File: src/aedm_pkg.sv
`timescale 1ns / 1ps
package aedm_pkg;

  localparam int MAX_DELAY_DEF   = 16384;
  localparam int SAMPLE_BITS_DEF = 16;

  // Configuration register layout
  localparam int DELAY_W    = 15;
  localparam int DIV_W      = 16;
  localparam int CFG_IDX_W  = 1;
  localparam int CFG_DATA_W = 16;

  localparam logic [CFG_IDX_W-1:0] CFG_IDX_DELAY   = 1'b0;
  localparam logic [CFG_IDX_W-1:0] CFG_IDX_DIVISOR = 1'b1;

  localparam logic [DELAY_W-1:0] DELAY_RESET   = 15'd8000;
  localparam logic [DIV_W-1:0]   DIVISOR_RESET = 16'd4;

  // Controller to datapath
  typedef struct packed {
    logic accept;  // beat taken on the input channel this cycle
    logic finish;  // commit the result and update the echo state
  } aedm_cmd_t;

  // Datapath to controller
  typedef struct packed {
    logic div_done;
  } aedm_sts_t;

endpackage

File: src/aedm_ctrl.sv
`timescale 1ns / 1ps
module aedm_ctrl import aedm_pkg::*; (
  input  logic      clk,
  input  logic      rst_n,
  input  logic      in_valid,
  input  logic      in_action,
  output logic      in_ready,
  output logic      out_valid,
  input  logic      out_ready,
  input  aedm_sts_t sts,
  output aedm_cmd_t cmd
);

  localparam logic [1:0] ST_IDLE = 2'd0;
  localparam logic [1:0] ST_DIV  = 2'd1;
  localparam logic [1:0] ST_FIN  = 2'd2;

  logic [1:0] state_r, state_nxt;
  logic       out_valid_r, out_valid_nxt;
  logic       accept;
  logic       out_free;
  logic       finish;

  assign in_ready = (state_r == ST_IDLE);
  assign accept   = in_valid && in_ready;
  assign out_free = !out_valid_r || out_ready;
  assign finish   = out_free && (((state_r == ST_DIV) && sts.div_done) || (state_r == ST_FIN));

  always_comb begin
    state_nxt = state_r;
    unique case (state_r)
      ST_IDLE: begin
        if (accept) begin
          state_nxt = in_action ? ST_FIN : ST_DIV;
        end
      end
      ST_DIV: begin
        if (sts.div_done) begin
          state_nxt = finish ? ST_IDLE : ST_FIN;
        end
      end
      ST_FIN: begin
        if (finish) begin
          state_nxt = ST_IDLE;
        end
      end
      default: state_nxt = ST_IDLE;
    endcase
  end

  assign out_valid_nxt = finish ? 1'b1 : (out_ready ? 1'b0 : out_valid_r);

  always_ff @(posedge clk) begin
    if (!rst_n) begin
      state_r     <= ST_IDLE;
      out_valid_r <= 1'b0;
    end else begin
      state_r     <= state_nxt;
      out_valid_r <= out_valid_nxt;
    end
  end

  assign out_valid  = out_valid_r;
  assign cmd.accept = accept;
  assign cmd.finish = finish;

  a_done_in_div: assert property (@(posedge clk) disable iff (!rst_n)
    sts.div_done |-> (state_r == ST_DIV))
    else $error("divider finished outside the divide state");

  a_no_overwrite: assert property (@(posedge clk) disable iff (!rst_n)
    finish |-> (!out_valid_r || out_ready))
    else $error("result committed over a beat still waiting");

  a_drain_skips_div: assert property (@(posedge clk) disable iff (!rst_n)
    (accept && in_action) |=> (state_r == ST_FIN))
    else $error("drain tick did not go straight to finish");

endmodule

File: config.mk
export PLATFORM = sky130hd
export DESIGN_NAME = aedm_ctrl
export DESIGN_NICKNAME = d
export VERILOG_FILES = /design/src/aedm_pkg.sv /design/src/aedm_ctrl.sv
export SDC_FILE = /design/constraint.sdc
export NUM_CORES = 1
export LEC_CHECK = 0
export BUFFER_PORTS_ARGS = -buffer_cell sky130_fd_sc_hd__buf_4
export CAP_MARGIN = 20
export CORE_AREA = 5 5 42 44
export CTS_BUF_LIST = sky130_fd_sc_hd__clkbuf_16
export DETAILED_ROUTE_END_ITERATION = 12
export DIE_AREA = 0 0 47 49
export PLACE_DENSITY_LB_ADDON = 0.3
export RECOVER_POWER = 50
export SYNTH_ARGS = -nofsm -noshare
export SYNTH_HDL_FRONTEND = slang
export SYNTH_SLANG_ARGS = --single-unit
File: constraint.sdc
create_clock -name clk -period 0.8 [get_ports clk]
set_input_delay 0.04 -clock clk [delete_from_list [all_inputs] [get_ports clk]]
set_output_delay 0.04 -clock clk [all_outputs]
set_load 0.005 [all_outputs]
==> run summary, run 1 <==
=====================================================================================
Number of antenna violations at the first check in global routing ......            0
Total number of nets in the final design ...............................           41
Hold Buf Count CTS .....................................................            0
Routed vias/inst .......................................................        3.520
Largest stage delay on the critical path ...............................       320 ps
Worst slew margin ......................................................       0.9104
Worst path top cell family by delay ....................................   flip-flops
YS warnings ............................................................            0
Total grt overflow .....................................................            0
Highest attainable clock frequency .....................................    949.2 MHz
Wire length reported by the detailed router ............................       439 um
Critical path buffer and inverter count ................................            1
Share of total power in the clock network ..............................        0.735
Switching fraction of total power ......................................       0.1693
Post-detailed-route count of antenna-violating nets ....................            0
Switching power of the nets ............................................     179.3 uW
Die outline area .......................................................    2303 um^2
Type of the worst setup path ...........................................      reg2out
Category of the worst setup path launch point ..........................    flip-flop
Class of the worst hold path ...........................................       in2reg
Insertion delay to the later sink of the worst-skew pair ...............       220 ps
Reg power frac .........................................................        0.159
Wirelength per Cell ....................................................     8.780 um
Largest buffer count on any clock path .................................            2
Count of cell types in the netlist .....................................           15
Avg Cell Area, Syn .....................................................   8.696 um^2
H-tree depth reported by CTS ...........................................            1
Endpoint type of the worst setup path ..................................   output pin
Result of the run ...................................................... complete, but fails checks
P_leak .................................................................    0.1696 nW
Signal arrival time at the worst endpoint ..............................      1010 ps
Die span in y ..........................................................        49 um
Max-capacitance violation count ........................................            0
Number of sinks handled by clock tree synthesis ........................            3
Initial DRT Pass Iterations ............................................            2
Final Hold Slack .......................................................     42.20 ps
Layout-stage area growth over the synthesis result .....................       114.4%
Worst path setup slack after routing ...................................    -253.5 ps
Share of cells above drive strength 1 ..................................       0.6765
Most frequent cells in the layout ...................................... 10 x sky130_fd_sc_hd__buf_4, 3 x sky130_fd_sc_hd__clkbuf_16, 3 x sky130_fd_sc_hd__dfxtp_2
Period utilisation layout ..............................................        1.317
Library cell used as clock root buffer ................................. sky130_fd_sc_hd__clkbuf_16
Vias post-DR ...........................................................          176
Starting density of the core ...........................................       0.1241
Wire length of the first global-routing pass ...........................       738 um
Violation count after the first detailed-routing iteration .............            2
Final slew viol count ..................................................            0
Cell-by-cell listing of the critical path .............................. nand3b_1 > a21oi_1 > buf_4
Final worst path period need ...........................................      1053 ps
Sequential cell area fraction in the yosys report ......................       0.3453
DRC errors left ........................................................            0
Total power divided by cell area ....................................... 2841 nW/um^2
Final setup violation count ............................................            6
Aggregate negative setup slack .........................................    -735.8 ps
Combinational fraction of design power .................................        0.106
Number of standard-cell rows in the floorplan ..........................           14
Unrepaired setup endpoints after global routing ........................          yes
Post-synth design cell area ............................................   173.9 um^2
CTS tree ...............................................................        built
Overall global routing resource usage ..................................      0.05063
Largest net degree at the start of global routing ......................            5
Die width ..............................................................        47 um
Port-buffer cells ......................................................            9
Clock buffer count from CTS ............................................            3
Violated checks ........................................................ negative setup slack
Critical Path Fanout Max ...............................................            4
Post-detail-place hpwl .................................................     335.2 um
Pin slew with the least headroom to its limit ..........................     134.1 ps
Top-level port count ...................................................           10
Clock Skew .............................................................    0.8848 ps
Flip-flop and latch count after synthesis ..............................            3
Vias in the first global route .........................................          183
Worst voltage drop across the vdd grid .................................   0.001252 V
Routability cong. ......................................................       0.6855
Count of inserted antenna diode cells ..................................            0
Final count of hold timing violations ..................................            0
Clock-pin slew of the registers on the worst-case setup and hold paths .        30 ps
Synth Net Count ........................................................           26
Instance count of the mapped netlist ...................................           20
Final cell utilization of the core .....................................       0.2661
Critical Path Slowest Stage Cell ....................................... sky130_fd_sc_hd__dfxtp_2
Core Footprint .........................................................    1401 um^2
Data required, critical path ...........................................       760 ps
Most common cell after layout, fill and taps aside ..................... sky130_fd_sc_hd__buf_4
Int Power ..............................................................     879.8 uW
=====================================================================================
flip-flops by register name (all words and copies together), names as in the netlist:
signal     flops
out_valid      1
state_r        2
cell type report:
type	count	area [um^2]
flip-flops and latches	3	63.81
fillers	164	1028
well taps	16	20.02
multi-input cells	15	112.6
repair buffers	12	97.59
clock buffers	3	75.07
clock inverters	1	3.754
repair_timing:
| action | 4_1_cts | 5_1_grt |
|---|---|---|
| endpoints found under the setup margin | 6 | 7 |
| pin swaps | 1 | 0 |
| hold endpoints to repair | 0 | 0 |
| setup buffers | 1 | 0 |
| resized for setup | 5 | 0 |
worst reg2reg max path, delay by kind of cell (launching register included):
family,cells,cell delay [ps]
simple gates,2,200
compound gates,1,100
flops,1,320
buf+inv,1,130
power by group through the flow:
stage | Combinational, mW | Sequential, mW | Clock, mW
CTS | 0.114 | 0.168 | 0.795
floorplan | 0.0489 | 0.169 | 0
detailed placement | 0.101 | 0.169 | 0
global placement | 0.102 | 0.169 | 0
finish | 0.112 | 0.168 | 0.779
global route | 0.122 | 0.170 | 0.821
logic make-up (layout without fill, tap and decap cells):
logic type / after synthesis / in the layout / synth area share
simple gates: 10 / 10 / 0.3814
flops: 3 / 3 / 0.3453
compound gates: 5 / 5 / 0.1870
buf+inv: 2 / 16 / 0.08631
synthesized netlist by cell type (all sizes together):
cell type	instances	area, um^2
and3	1	11.26
and2	1	6.260
dfxtp	3	60.06
nor3b	1	7.510
nand3b	1	7.510
and2b	1	7.510
nand2b	1	6.260
buf	2	15.01
nor2b	1	6.260
nand2	1	3.750
a21oi	2	10.01
a21boi	1	7.510
o21a	2	15.01
nor2	2	10.01
metrics by stage:
stage               cells  area (um^2)  setup WS (ps)  power (mW)
floorplan              20        183.9         -20.11      0.2176
global placement       45        271.5         -47.92      0.2709
detailed placement     45        271.5         -56.09      0.2702
CTS                    50        372.9         -258.5       1.077
global route           50        372.9         -303.4       1.113
finish                 50        372.9         -253.5       1.059
path summary, 6_finish.rpt:
check                                from  cells after the start  slack [ps]                       to
setup / recovery  state_r[1]$_SDFFE_PN0P_                      3        -250                   cmd[0]
hold / removal                      rst_n                      2          40  state_r[1]$_SDFFE_PN0P_
setup reg to reg  state_r[0]$_SDFFE_PN0P_                      4         -70  state_r[0]$_SDFFE_PN0P_
hold reg to reg   state_r[1]$_SDFFE_PN0P_                      1         430  state_r[0]$_SDFFE_PN0P_
routing by layer:
metal / global-route usage / share of wire / vias to the layer above
li1: - / - / 93
met1: 0.05033 / 0.42 / 72
met2: 0.05656 / 0.37 / 11
met3: 0.05535 / 0.21 / 0
met4: 0.04147 / 0 / 0
met5: 0 / 0 / -
Power figures use the tool's default switching activity.
==> run 2: changes to the inputs <==
Settings changed: GPL_TIMING_DRIVEN set to 0, RECOVER_POWER 50 to unset.
==> run 2 against run 1 <==
Net effect: worst setup slack improved by 1.2 ps; routed wire length is 4.3% higher; cell area decreased by 1.3%; count of clock-buffer cells in the layout did not move; via count grew 6.3%; clock power increased by 0.8%; critical path depth did not move; clock skew rose by 1.1 ps; register-to-register slack got worse by 100 ps; first-iteration DRC count unchanged; highest routed layer is now met4; the flow still finishes with violations (negative setup slack).
==> run summary, run 2 (synthesis gave the netlist of run 1 again) <==
=====================================================================================
Result of the run ...................................................... complete, but fails checks
Violated checks ........................................................ negative setup slack
Routed vias/inst .......................................................        3.740   +6.3%
Vias in the first global route .........................................          164   -10%
Core Footprint .........................................................    1401 um^2   unchanged
Placement Setup Slack ..................................................    -105.8 ps   -49.74 ps
FF/Latch Area ..........................................................   62.56 um^2   -2.0%
Layout-stage area growth over the synthesis result .....................       111.5%
Final count of hold timing violations ..................................            0   unchanged
Number of standard-cell rows in the floorplan ..........................           14   unchanged
Category of the worst setup path launch point ..........................    flip-flop
Final slew viol count ..................................................            0   unchanged
Signal arrival time at the worst endpoint ..............................      1010 ps   about the same
Library cell used as clock root buffer ................................. sky130_fd_sc_hd__clkbuf_16
Hold Startpoint ........................................................        rst_n
Count of inserted antenna diode cells ..................................            0   unchanged
Vias post-DR ...........................................................          187   +6.3%
Endpoint type of the worst setup path ..................................   output pin
Worst path setup slack after routing ...................................    -252.3 ps   +1.241 ps
Max-capacitance violation count ........................................            0   unchanged
Worst path top cell family by delay ....................................   flip-flops
Hold Buf Count CTS .....................................................            0   unchanged
Critical path buffer and inverter count ................................            1   unchanged
Period utilisation layout ..............................................        1.315   -0.001551
Port-buffer cells ......................................................            9   unchanged
Cell-by-cell listing of the critical path .............................. nand2b_1 > a21oi_1 > buf_4
Clock Skew .............................................................     1.948 ps   +1.063 ps
CTS tree ...............................................................        built
Largest register by flop count .........................................      state_r
Class of the worst hold path ...........................................       in2reg
Fill count .............................................................          167   +1.8%
Total power divided by cell area ....................................... 2878 nW/um^2   +1.3%
Data required, critical path ...........................................       760 ps   about the same
Total grt overflow .....................................................            0   unchanged
Most common cell after layout, fill and taps aside ..................... sky130_fd_sc_hd__buf_4
Post-detail-place hpwl .................................................     324.1 um   -3.3%
Highest attainable clock frequency .....................................    950.3 MHz   +0.12%
Violation count after the first detailed-routing iteration .............            2   unchanged
Largest buffer count on any clock path .................................            2   unchanged
Final Hold Slack .......................................................     41.80 ps   -0.3941 ps
Reg2Reg Capture Point .................................................. state_r[1]$_SDFFE_PN0P_
Die outline area .......................................................    2303 um^2   unchanged
Largest net degree at the start of global routing ......................            5   unchanged
Multi-input logic area .................................................   116.4 um^2   +3.3%
Clock-pin slew of the registers on the worst-case setup and hold paths .        30 ps   about the same
Post-detailed-route count of antenna-violating nets ....................            0   unchanged
Die span in y ..........................................................        49 um   unchanged
P_leak .................................................................    0.1670 nW   -1.5%
Critical Path Slowest Stage Cell ....................................... sky130_fd_sc_hd__dfxtp_2
Share of cells above drive strength 1 ..................................       0.6765   unchanged
Starting density of the core ...........................................       0.1241   unchanged
Initial DRT Pass Iterations ............................................            2   unchanged
H-tree depth reported by CTS ...........................................            1   unchanged
Worst slew margin ......................................................       0.9080   -0.002401
Top-level port count ...................................................           10   unchanged
Worst voltage drop across the vdd grid .................................   0.001072 V   -14%
Wire length of the first global-routing pass ...........................       669 um   -9.3%
Unrepaired setup endpoints after global routing ........................          yes
Overall global routing resource usage ..................................      0.04571   -0.004923
Number of stages on the worst hold path ................................            2   unchanged
Endpoint, Worst Hold ................................................... out_valid$_SDFFE_PN0P_
Number of antenna violations at the first check in global routing ......            0   unchanged
Clock buffer count from CTS ............................................            3   unchanged
Most frequent cells in the layout ...................................... 12 x sky130_fd_sc_hd__buf_4, 3 x sky130_fd_sc_hd__clkbuf_16, 2 x sky130_fd_sc_hd__nor2_2, 2 x sky130_fd_sc_hd__o21a_1, 2 x sky130_fd_sc_hd__dfxtp_2
Setup slack of the most critical reg-to-reg path .......................      -170 ps   -100 ps
Final setup violation count ............................................            6   unchanged
Pin slew with the least headroom to its limit ..........................     137.7 ps   +3.594 ps
Largest stage delay on the critical path ...............................       320 ps   about the same
Wire length reported by the detailed router ............................       458 um   +4.3%
Wirelength per Cell ....................................................     9.160 um   +4.3%
Type of the worst setup path ...........................................      reg2out
Critical Path Fanout Max ...............................................            4   unchanged
Routability cong. ......................................................       0.6403   -6.6%
Number of sinks handled by clock tree synthesis ........................            3   unchanged
Final worst path period need ...........................................      1052 ps   -1.241 ps
Insertion delay to the later sink of the worst-skew pair ...............       220 ps   about the same
Total number of nets in the final design ...............................           41   unchanged
Flip-flop count of the largest register after layout ...................            2   unchanged
Die width ..............................................................        47 um   unchanged
Origin of the critical flop-to-flop path ............................... state_r[1]$_SDFFE_PN0P_
DRC errors left ........................................................            0   unchanged
Depth of the worst register-to-register path ...........................            4   unchanged
=====================================================================================
run 2: cell type report:
type,instances,share of cell area
flip-flops and latches,3,0.1701
plain buffers,1,0.02041
multi-input cells,15,0.3163
well taps,16,0.05442
clock buffers,3,0.2041
clock inverters,1,0.01020
repair buffers,11,0.2245
run 2: where the power goes:
group          internal, mW  switching, mW
combinational        0.0698         0.0371
clock                 0.645          0.140
sequential            0.160        0.00692
run 2: what timing repair did:
| item | 4_1_cts | 5_1_grt |
|---|---|---|
| buffers inserted | 2 | 0 |
| cloned | 0 | 0 |
| resized for setup | 3 | 0 |
| pin swaps | 3 | 2 |
| setup endpoints to repair | 5 | 6 |
run 2: worst register-to-register path: stages (launching register included):
cell and delay [ps]:
sky130_fd_sc_hd__dfxtp_2 320, sky130_fd_sc_hd__nand3b_1 180, sky130_fd_sc_hd__buf_4 160, sky130_fd_sc_hd__a21boi_2 120
sky130_fd_sc_hd__o21a_1 120
run 2: worst max-delay path by stage:
stage,start,to,cells past startpoint,slack [ps]
final,state_r[0]$_SDFFE_PN0P_,cmd[0],3,-250
after global routing,state_r[0]$_SDFFE_PN0P_,cmd[0],3,-300
after CTS,state_r[1]$_SDFFE_PN0P_,cmd[0],3,-260
after detailed placement,state_r[1]$_SDFFE_PN0P_,cmd[0],4,-110
after global placement,state_r[1]$_SDFFE_PN0P_,cmd[0],4,-100
after floorplan,state_r[0]$_SDFFE_PN0P_,state_r[1]$_SDFFE_PN0P_,3,-20
run 2: routing by layer:
layer  wire, um  up-vias  share of wire  GRT usage
met5          0        -              0          0
met1        204       81           0.45    0.05252
li1           -       93              -          -
met4         13        0          0.028    0.05530
met3         82        2           0.18    0.03690
met2        157       11           0.34    0.04299
run 2: per-stage QoR:
step                setup TNS (ps)  utilization  total power [mW]  cell area (um^2)  instances
floorplan                   -20.11            -            0.2176             183.9         20
global placement            -208.6       0.1938            0.2702             271.5         45
detailed placement          -215.3       0.1938            0.2698             271.5         45
CTS                         -941.9       0.2625             1.071             367.9         50
global route                 -1129       0.2625             1.094             367.9         50
finish                      -918.6       0.2625             1.059             367.9         50
